<file path="src/rtl/assert_macros.svh">
// assertion macros used by the top-level rtl file
`ifndef ASSERT_MACROS_SVH
`define ASSERT_MACROS_SVH

// condition holds at every clock edge out of reset
`define CCAL_ASSERT_ALWAYS(label, cond, msg) \
  label: assert property (@(posedge clk) disable iff (rst) (cond)) else $error(msg);

// antecedent in one cycle implies consequent in the next
`define CCAL_ASSERT_NEXT(label, ante, cons, msg) \
  label: assert property (@(posedge clk) disable iff (rst) (ante) |=> (cons)) else $error(msg);

`endif

</file>
<file path="src/rtl/ccal_pkg.sv">
// types, constants and helper functions for the clock-calendar block
`default_nettype none

package ccal_pkg;

  localparam logic [5:0] SEC_MAX      = 6'd59;
  localparam logic [5:0] MIN_MAX      = 6'd59;
  localparam logic [4:0] HOUR_MAX     = 5'd23;
  localparam logic [4:0] HALF_DAY     = 5'd12;
  localparam logic [3:0] MONTH_MAX    = 4'd12;
  localparam logic [5:0] RING_SECONDS = 6'd21;

  localparam int CFG_DATA_W = 6;
  localparam int IN_DATA_W  = 32;
  localparam int OUT_DATA_W = 32;

  typedef enum logic [1:0] {
    OP_TICK    = 2'd0,
    OP_LOAD    = 2'd1,
    OP_SILENCE = 2'd2
  } op_t;

  typedef enum logic [1:0] {
    CFG_HOUR_MODE    = 2'd0,
    CFG_ALARM_HOUR   = 2'd1,
    CFG_ALARM_MINUTE = 2'd2,
    CFG_ALARM_ENABLE = 2'd3
  } cfg_reg_t;

  typedef struct packed {
    logic       hour_mode_24;
    logic [4:0] alarm_hour;
    logic [5:0] alarm_minute;
    logic       alarm_enable;
  } cfg_t;

  typedef struct packed {
    logic [4:0] hours;
    logic [5:0] minutes;
    logic [5:0] seconds;
    logic [4:0] day_of_month;
    logic [3:0] month_number;
    logic       silenced;
    logic       flash_phase;
  } clk_state_t;

  typedef struct packed {
    logic [1:0] operation;
    logic [4:0] load_hour;
    logic [5:0] load_minute;
    logic [5:0] load_second;
    logic [4:0] load_day;
    logic [3:0] load_month;
  } item_t;

  typedef struct packed {
    logic [4:0] shown_hour;
    logic [5:0] minute_now;
    logic [5:0] second_now;
    logic [4:0] day_now;
    logic [3:0] month_now;
    logic       pm_flag;
    logic       alarm_ringing;
    logic       display_invert;
  } result_t;

  localparam logic [4:0] MONTH_LEN [12] = '{
    5'd31, 5'd28, 5'd31, 5'd30, 5'd31, 5'd30,
    5'd31, 5'd31, 5'd30, 5'd31, 5'd30, 5'd31
  };

  function automatic logic [4:0] days_in(input logic [3:0] month);
    logic [4:0] len;
    if (month < 4'd1 || month > MONTH_MAX) begin
      len = 5'd31;
    end else begin
      len = MONTH_LEN[month - 4'd1];
    end
    return len;
  endfunction

endpackage

`default_nettype wire

</file>
<file path="src/rtl/ccal_cfg.sv">
// configuration register bank
`default_nettype none

module ccal_cfg
  import ccal_pkg::*;
(
  input  wire logic                  clk,
  input  wire logic                  rst,
  input  wire logic                  cfg_valid,
  output logic                       cfg_ready,
  input  wire logic [1:0]            cfg_index,
  input  wire logic [CFG_DATA_W-1:0] cfg_data,
  output cfg_t                       cfg
);

  assign cfg_ready = 1'b1;

  always_ff @(posedge clk) begin
    if (rst) begin
      cfg.hour_mode_24 <= 1'b0;
      cfg.alarm_hour   <= 5'd23;
      cfg.alarm_minute <= 6'd0;
      cfg.alarm_enable <= 1'b0;
    end else if (cfg_valid && cfg_ready) begin
      unique case (cfg_reg_t'(cfg_index))
        CFG_HOUR_MODE:    cfg.hour_mode_24 <= cfg_data[0];
        CFG_ALARM_HOUR:   cfg.alarm_hour   <= cfg_data[4:0];
        CFG_ALARM_MINUTE: cfg.alarm_minute <= cfg_data[5:0];
        CFG_ALARM_ENABLE: cfg.alarm_enable <= cfg_data[0];
        default: ;
      endcase
    end
  end

endmodule

`default_nettype wire

</file>
<file path="src/rtl/ccal_next.sv">
// next-state and result logic for one item
`default_nettype none

module ccal_next
  import ccal_pkg::*;
(
  input  clk_state_t cur,
  input  cfg_t       cfg,
  input  item_t      item,
  output clk_state_t nxt,
  output result_t    res
);

  logic       match_cur;
  logic       match_nxt;
  logic [4:0] ld_hour;
  logic [5:0] ld_min;
  logic [5:0] ld_sec;
  logic [3:0] ld_month;
  logic [4:0] ld_len;
  logic [4:0] ld_day;
  logic [4:0] half_hour;

  assign match_cur = cfg.alarm_enable && (cur.hours == cfg.alarm_hour)
                     && (cur.minutes == cfg.alarm_minute);

  // load clamping
  always_comb begin
    ld_hour  = (item.load_hour > HOUR_MAX) ? HOUR_MAX : item.load_hour;
    ld_min   = (item.load_minute > MIN_MAX) ? MIN_MAX : item.load_minute;
    ld_sec   = (item.load_second > SEC_MAX) ? SEC_MAX : item.load_second;
    if (item.load_month < 4'd1) begin
      ld_month = 4'd1;
    end else if (item.load_month > MONTH_MAX) begin
      ld_month = MONTH_MAX;
    end else begin
      ld_month = item.load_month;
    end
    ld_len = days_in(ld_month);
    if (item.load_day < 5'd1) begin
      ld_day = 5'd1;
    end else if (item.load_day > ld_len) begin
      ld_day = ld_len;
    end else begin
      ld_day = item.load_day;
    end
  end

  always_comb begin
    nxt = cur;
    unique case (op_t'(item.operation))
      OP_TICK: begin
        if (match_cur) begin
          if (cur.seconds < RING_SECONDS && !cur.silenced) begin
            nxt.flash_phase = ~cur.flash_phase;
          end else begin
            nxt.flash_phase = 1'b0;
          end
        end else begin
          nxt.silenced    = 1'b0;
          nxt.flash_phase = 1'b0;
        end
        if (cur.seconds >= SEC_MAX) begin
          nxt.seconds = 6'd0;
          if (cur.minutes >= MIN_MAX) begin
            nxt.minutes = 6'd0;
            if (cur.hours >= HOUR_MAX) begin
              nxt.hours = 5'd0;
              if (cur.day_of_month >= days_in(cur.month_number)) begin
                nxt.day_of_month = 5'd1;
                nxt.month_number = (cur.month_number >= MONTH_MAX) ? 4'd1
                                   : cur.month_number + 4'd1;
              end else begin
                nxt.day_of_month = cur.day_of_month + 5'd1;
              end
            end else begin
              nxt.hours = cur.hours + 5'd1;
            end
          end else begin
            nxt.minutes = cur.minutes + 6'd1;
          end
        end else begin
          nxt.seconds = cur.seconds + 6'd1;
        end
      end
      OP_LOAD: begin
        nxt.hours        = ld_hour;
        nxt.minutes      = ld_min;
        nxt.seconds      = ld_sec;
        nxt.day_of_month = ld_day;
        nxt.month_number = ld_month;
      end
      OP_SILENCE: begin
        nxt.silenced    = 1'b1;
        nxt.flash_phase = 1'b0;
      end
      default: ;
    endcase
  end

  assign match_nxt = cfg.alarm_enable && (nxt.hours == cfg.alarm_hour)
                     && (nxt.minutes == cfg.alarm_minute);

  always_comb begin
    half_hour = (nxt.hours >= HALF_DAY) ? nxt.hours - HALF_DAY : nxt.hours;
    if (cfg.hour_mode_24) begin
      res.shown_hour = nxt.hours;
    end else begin
      res.shown_hour = (half_hour == 5'd0) ? HALF_DAY : half_hour;
    end
    res.minute_now     = nxt.minutes;
    res.second_now     = nxt.seconds;
    res.day_now        = nxt.day_of_month;
    res.month_now      = nxt.month_number;
    res.pm_flag        = (nxt.hours >= HALF_DAY);
    res.alarm_ringing  = match_nxt && (nxt.seconds < RING_SECONDS) && !nxt.silenced;
    res.display_invert = nxt.flash_phase;
  end

endmodule

`default_nettype wire

</file>
<file path="src/rtl/calendar_clock_with_alarm_core.sv">
// top level of the clock-calendar with alarm
//
// input stream: each beat is one item; s_tuser carries the operation
// (tick, load time and date, silence alarm), s_tdata the load values.
// output stream: one beat per input beat, the time, date and alarm
// flags after that item, in the same order as the items.
// configuration: cfg_valid/cfg_index/cfg_data write one register per
// beat; cfg_ready is always high. write only while no item is in flight.
// path: an accepted item waits in the input register; when it advances, its
// result loads the result register, from which the result beat is sent.
// throughput: one item per cycle while the output does not stall; the clock
// state update is the single stage that sets that figure.
// reset: the clock starts at 10:59:56 on day 8 of month 8, alarm off,
// 12-hour display; both pipeline registers empty.
// stall: while m_tready is low the result register holds its beat and the
// input register fills; s_tready then drops until the output drains.
`default_nettype none

`include "assert_macros.svh"

module calendar_clock_with_alarm_core
  import ccal_pkg::*;
(
  input  wire logic                  clk,
  input  wire logic                  rst,
  input  wire logic                  s_tvalid,
  output logic                       s_tready,
  // hour[4:0] minute[10:5] second[16:11] day[21:17] month[25:22] zero[31:26]
  input  wire logic [IN_DATA_W-1:0]  s_tdata,
  // operation[1:0]
  input  wire logic [1:0]            s_tuser,
  output logic                       m_tvalid,
  input  wire logic                  m_tready,
  // shown_hour[4:0] minute[10:5] second[16:11] day[21:17] month[25:22]
  // pm[26] ringing[27] invert[28] zero[31:29]
  output logic [OUT_DATA_W-1:0]      m_tdata,
  input  wire logic                  cfg_valid,
  output logic                       cfg_ready,
  input  wire logic [1:0]            cfg_index,
  input  wire logic [CFG_DATA_W-1:0] cfg_data
);

  cfg_t       cfg;
  item_t      in_item;
  logic       in_valid;
  logic       advance;
  clk_state_t state;
  clk_state_t state_next;
  result_t    res_next;
  result_t    res;
  logic       time_ok;
  logic       date_ok;
  logic       silence_in;
  logic       silence_ok;

  ccal_cfg u_cfg (
    .clk       (clk),
    .rst       (rst),
    .cfg_valid (cfg_valid),
    .cfg_ready (cfg_ready),
    .cfg_index (cfg_index),
    .cfg_data  (cfg_data),
    .cfg       (cfg)
  );

  assign advance  = in_valid && (!m_tvalid || m_tready);
  assign s_tready = !in_valid || advance;

  // input register
  always_ff @(posedge clk) begin
    if (rst) begin
      in_valid <= 1'b0;
    end else if (s_tready) begin
      in_valid <= s_tvalid;
    end
  end

  always_ff @(posedge clk) begin
    if (s_tready && s_tvalid) begin
      in_item.operation   <= s_tuser;
      in_item.load_hour   <= s_tdata[4:0];
      in_item.load_minute <= s_tdata[10:5];
      in_item.load_second <= s_tdata[16:11];
      in_item.load_day    <= s_tdata[21:17];
      in_item.load_month  <= s_tdata[25:22];
    end
  end

  ccal_next u_next (
    .cur  (state),
    .cfg  (cfg),
    .item (in_item),
    .nxt  (state_next),
    .res  (res_next)
  );

  // clock state
  always_ff @(posedge clk) begin
    if (rst) begin
      state.hours        <= 5'd10;
      state.minutes      <= 6'd59;
      state.seconds      <= 6'd56;
      state.day_of_month <= 5'd8;
      state.month_number <= 4'd8;
      state.silenced     <= 1'b0;
      state.flash_phase  <= 1'b0;
    end else if (advance) begin
      state <= state_next;
    end
  end

  // result register
  always_ff @(posedge clk) begin
    if (rst) begin
      m_tvalid <= 1'b0;
    end else if (advance) begin
      m_tvalid <= 1'b1;
    end else if (m_tready) begin
      m_tvalid <= 1'b0;
    end
  end

  always_ff @(posedge clk) begin
    if (advance) begin
      res <= res_next;
    end
  end

  assign m_tdata = {3'd0, res.display_invert, res.alarm_ringing, res.pm_flag,
                    res.month_now, res.day_now, res.second_now, res.minute_now,
                    res.shown_hour};

  assign time_ok = (state.seconds <= SEC_MAX) && (state.minutes <= MIN_MAX)
                   && (state.hours <= HOUR_MAX);
  assign date_ok = (state.month_number >= 4'd1) && (state.month_number <= MONTH_MAX)
                   && (state.day_of_month >= 5'd1)
                   && (state.day_of_month <= days_in(state.month_number));
  assign silence_in = advance && (in_item.operation == OP_SILENCE);
  assign silence_ok = state.silenced && !state.flash_phase;

  `CCAL_ASSERT_ALWAYS(a_time_range, time_ok, "time out of range")
  `CCAL_ASSERT_ALWAYS(a_date_range, date_ok, "date out of range")
  `CCAL_ASSERT_NEXT(a_result_follows, advance, m_tvalid, "result beat lost")
  `CCAL_ASSERT_NEXT(a_silence_clears_flash, silence_in, silence_ok, "silence not applied")

endmodule

`default_nettype wire
</file>
<file path="config.mk">
export PLATFORM = sky130hd
export DESIGN_NAME = calendar_clock_with_alarm_core
export DESIGN_NICKNAME = d
export VERILOG_FILES = /design/src/rtl/ccal_pkg.sv /design/src/rtl/ccal_cfg.sv /design/src/rtl/ccal_next.sv /design/src/rtl/calendar_clock_with_alarm_core.sv
export VERILOG_INCLUDE_DIRS = /design/src /design/src/rtl
export SDC_FILE = /design/constraint.sdc
export NUM_CORES = 1
export LEC_CHECK = 0
export BUFFER_PORTS_ARGS = -buffer_cell sky130_fd_sc_hd__buf_4
export CAP_MARGIN = 40
export CORE_MARGIN = 10
export CORE_UTILIZATION = 55
export CTS_BUF_LIST = sky130_fd_sc_hd__clkbuf_2 sky130_fd_sc_hd__clkbuf_4 sky130_fd_sc_hd__clkbuf_8
export DETAILED_ROUTE_END_ITERATION = 8
export PLACE_DENSITY = 0.81
export SYNTH_ARGS = -nofsm -noshare
export SYNTH_HDL_FRONTEND = slang
export SYNTH_SLANG_ARGS = --single-unit
</file>
<file path="constraint.sdc">
create_clock -name clk -period 3.4 [get_ports clk]
set_input_delay 0.68 -clock clk [delete_from_list [all_inputs] [get_ports clk]]
set_output_delay 0.68 -clock clk [all_outputs]
set_load 0.005 [all_outputs]
</file>
# [Word level (Yosys, flattened, before mapping)]
# Memory sizes are Yosys's and may differ from the RTL's.
# Cells that the tools add are included.
[classes] addsub=8 n_lt_le_gt_ge=21 eq_ne=9 muxes=38 bitwise=3 n_reduce_logical=25
[ops] cell="$mux 5" n=19
[ops] cell="$pmux 26 s2" n=1
[ops] cell="$mux 9" n=3
[ops] cell="$mux 6" n=4
[ops] cell="$mux 4" n=4
[ops] cell="$ge 5x5->1 const B" n=3
[ops] cell="$add 6x1->6 const B" n=2
[ops] cell="$eq 6x6->1" n=2
[ops] cell="$ge 6x6->1 const B" n=2
[ops] cell="$gt 4x4->1 const B" n=3
[ops] cell="$gt 6x6->1 const B" n=2
[ops] cell="$lt 4x1->1 const B" n=3
[ops] cell="$lt 6x5->1 const B" n=2
[ops] cell="$mux 11" n=1
[ops] cell="$add 5x1->5 const B" n=2
[ops] cell="$eq 5x5->1" n=2
[ops] cell="$not 4->5" n=2
[ops] cell="$logic_and 1x1->1" n=9
[ops] cell="$reduce_and 2->1" n=4
[ops] cell="$sub 4x1->4 const B" n=2
[ops] cell="$eq 2x2->1 const B" n=3
[ops] cell="$ge 5x4->1 const B" n=1
[ops] cell="$ge 5x5->1" n=1
[ops] cell="$gt 5x5->1" n=1
[ops] cell="14 further kinds" n=26
[totals] ff_bits=100 mem_bits_ro=160 in_bits=47 out_inout_bits=35 word_cells=133 memories=2
[memory_table] name="(no name shown)" words=16 width=5 rd=1 rd_ports_with_merged_regs=0 wr=0 line="ccal_pkg.sv:77" rtl="len = MONTH_LEN[month - 4'd1];"
[memory_table] name="(no name shown)" words=16 width=5 rd=1 rd_ports_with_merged_regs=0 wr=0 line="ccal_pkg.sv:77"

# [Depth between registers and ports, before layout]
[logic_depth] depth_word=21 mapped_depth=16 depth_no_buf=15

# [Modules after synthesis]
# From an unflattened synthesis, not the netlist that was laid out.
[hier_totals] hier_cells=595 hier_area_um2=5855.6
[by_module_without_submodules] mod="calendar_clock_with_alarm_core" instances=1 cells_each=192 area_each_um2=3021.6 seq_area_each_um2=2312.2
[by_module_without_submodules] mod="ccal_next" instances=1 cells_each=344 area_each_um2=2247.2 seq_area_each_um2=0.0
[by_module_without_submodules] mod="ccal_cfg" instances=1 cells_each=59 area_each_um2=586.8 seq_area_each_um2=260.2

# [Worst setup path before layout]
# Ideal clock, no wire load.
[synth_timing] kind="register -> register" startpoint="reg state[11] in the netlist's numbering" endpoint="reg res (netlist bit m_tdata[2]) (data pin)" arrival_ps=2689 slack_ps=433 path_stages_with_launch=12 cell_sequence="dfxtp_1 ha_1 o2111a_2 buf_6 nand2_4 or4_4 a31oi_4 ha_1 o31ai_1 a21boi_1 a2111oi_2 a211oi_1"
[synth_rtl] element="start, declared" line="calendar_clock_with_alarm_core.sv:47" rtl="clk_state_t state;"
[synth_rtl] element="start signal, assigned" line="calendar_clock_with_alarm_core.sv:108" rtl="state <= state_next;"
[synth_rtl] element="end signal, assigned" line="calendar_clock_with_alarm_core.sv:125" rtl="res <= res_next;"
[synth_rtl] element="end, declared" line="calendar_clock_with_alarm_core.sv:50" rtl="result_t res;"

==> flow_summary.toml <==
[run_status]
status = "complete, no violations"

[clocking]
cts_made_buffers = 9
path_clk_slew_ps = 100
ctsRootBufferMaster = "clkbuf_8"
cts_tree = "done"
clk-insertion-delay-late_ps = 370
htree_levels = 3
clock_sinks = 100
clk_path_buf_depth = 2
ctsHoldBuffers = 0

[layout]
multi_input_area_um2 = 2520
syn2layout_area_growth_pct = 16.0
fin_nets = 672
antenna_cells = 0
fillers = 740
final_design_area_no_fill_um2 = 6210
register_area_um2 = 2570
final_common_cell = "buf_4"
final_cell_mix = "buf_4, edfxtp_1, nand2_1"
final_layout_size_suffix_gt1_share_pct = 19.9

[die]
core_area_um2 = 9370
die_area_um2 = 14100
die_w_um = 119
placementRows = 35
initial_utilization_pct = 57.2
die_y_um = 119
io_pins = 82

[power_and_ir_drop]
p_per_area_nw_per_um2 = 429
ir_worst_vdd_uv = 242
leakagePower_nw = 2.44

[placed_design]
gp_congestion = 0.942
io_buffers = 71
dp_hpwl_um = 9620
place_area_um2 = 5990

[sta]
fin_skew_ps = 13.3
fin_setup_tns_ps = 0
finalHoldViolCount = 0
worstMarginPinSlew_ps = 652
fmax_mhz = 319
drv_slew = 0
holdWs_ps = 476
fin_crit_ps = 3140
period_share_pct = 92.3
rsz0062_at_grt = "false"
slew_headroom_pct = 56.3
setup_viol = 0

[global_routing]
grt_pass1_vias = 4350
grt-ovfl-total = 0
grt_usage_pct = 18.4
grt_max_degree = 38
grt_pass1_wl_um = 21800
antenna_found_initial = 0

[yosys]
ys_seq_area_share_pct = 48.0
syn_avg_cell_area_um2 = 9.69
synth_cells = 553
yosys.area_share.simple_pct = 15.8
yosysWarnings = 0
synthXorXnorAreaFrac_pct = 3.43
ys_ff_latch = 100
synth_compound_area_share_pct = 20.8
synth_cell_type_count = 77
synthFlopType = "edfxtp_1"
netlist_area_um2 = 5360
synth_top_family_by_area = "compound AO/OA/AOI/OAI gates"
synth_edf_count = 57
async_flop_share_pct = 0
synthAdderAreaFrac_pct = 3.22
muxShareOfSynthArea_pct = 2.99

[route]
post_drt_wl_per_cell_um = 17.8
drc = 0
drtPass1Iterations = 5
wirelength_um = 13300
routed_via_density = 6.08
detail-route-antenna-nets = 0
drtIter0Drc = 482
dr_total_vias = 4534

[setup_path]
crit_fanout = 6
end_kind = "flop"
arrival_ps = 3340
path_buf_inv = 0
cp_cell_sequence = "ha_1, o2111a_2, nand2_4, or4_4, a31oi_4, ha_1, o31ai_1, a21boi_1, a2111oi_2, a211oi_1"
critPathSlowestCell = "or4_4"
reg2reg_slack_ps = 260
crit_family = "compound AO/OA/AOI/OAI gates"
cp.required_ps = 3600
worstSetupPathType = "flop to flop"
cp-start-kind = "flop"
slowest_delay_ps = 510
crit_top_cell = "ha_1"

[job]
drv_cap = 0

[min_path]
hp-class = "primary input to flop"
==> per-stage QoR <==
step | setup WS (ps) | power (W) | utilization (%) | cells
after floorplan | 433 | 0.00174 | - | 555
after global placement | 315 | 0.00188 | 63.8 | 729
after detailed placement | 163 | 0.00190 | 63.9 | 730
after CTS | 98.5 | 0.00267 | 66.0 | 746
after global routing | 45.1 | 0.00278 | 66.3 | 746
final | 260 | 0.00267 | 66.3 | 746
==> cell type report <==
type,instances,area share [%]
Clock buffer,10,2.21
Clock inverter,6,1.01
Inverter,29,1.75
Multi-Input combinational cell,386,40.5
Sequential cell,100,41.4
Tap cell,129,2.60
Timing Repair Buffer,86,10.5
==> cell usage after synthesis, types with 3 or more instances <==
cell	n	area share, %
a31oi_1	8	0.93
clkbuf_1	22	1.5
nor2b_1	6	0.70
a21o_1	4	0.56
nor3_1	13	1.2
dfxtp_1	43	16
and2_1	3	0.35
edfxtp_1	57	32
o211ai_1	9	1.3
nor4b_1	5	0.82
buf_4	5	0.70
nor4_1	5	0.58
inv_1	28	2.0
nor2_1	44	3.1
nand3_1	19	1.8
nand2_1	53	3.7
mux2i_1	16	3.0
nand2b_1	4	0.47
buf_2	11	1.0
ha_1	13	3.0
nand4_1	8	0.93
xor2_1	3	0.49
a311oi_1	4	0.65
a211oi_1	11	1.5
xnor2_1	18	2.9
o31ai_1	6	0.84
o22ai_1	6	0.70
o21ai_0	30	2.8
a21oi_1	33	3.1
o21a_1	7	0.98
==> path summary, 6_finish.rpt <==
check | startpoint | end | cells after the start
hold / removal | s_tdata[0] | in_item[21]$_DFFE_PP_ | 1
hold reg to reg | state[1]$_SDFFE_PP0P_ | state[1]$_SDFFE_PP0P_ | 2
setup / recovery | state[17]$_SDFFE_PP1P_ | m_tdata[2]$_DFFE_PP_ | 10
setup reg to reg | state[17]$_SDFFE_PP1P_ | m_tdata[2]$_DFFE_PP_ | 10
==> kinds of logic (layout without fill, tap and decap cells) <==
| kind of cell | Yosys count | after routing |
|---|---|---|
| AOI/OAI and AO/OA | 157 | 157 |
| xor gates and xnor gates | 21 | 21 |
| adders and majority gates | 14 | 14 |
| buffers and inverters | 69 | 131 |
| DFF | 100 | 100 |
| muxes | 16 | 16 |
| other | 2 | 4 |
| and+or+nand+nor | 174 | 174 |
==> metal layers <==
layer | wire (um) | share of wire, % | GRT usage, %
met1 | 6040 | 45 | 25.1
met2 | 5900 | 44 | 28.2
met3 | 1110 | 8.4 | 4.19
met4 | 240 | 1.8 | 5.73
met5 | 0 | 0 | 0
==> registers in the layout (all words and copies together), names as in the netlist <==
register,count
m_tdata,29
in_item,28
state,28
u_cfg.cfg,13
in_valid,1
m_tvalid,1
==> power by group <==
group	switching [W]	total [W]	leakage, nW	internal (W)
registers	0.0000742	0.00143	0.896	0.00136
clock network	0.000417	0.000777	0.106	0.000361
logic	0.000256	0.000458	1.44	0.000203
total	0.000746	0.00267	2.44	0.00192
==> timing repair <==
item                       in CTS  in global routing
setup endpoints to repair       0                  5
buffers inserted                0                  0
resized for setup               0                  5
==> worst reg2reg max path, delay by kind of cell (launching register included) <==
kind	cells	cell delay, ps
AO/OA/AOI/OAI	6	1290
adder cells (fa/ha/maj)	2	580
flip-flops	1	490
AND/OR/NAND/NOR	2	620
(Power assumes the default switching activity.)
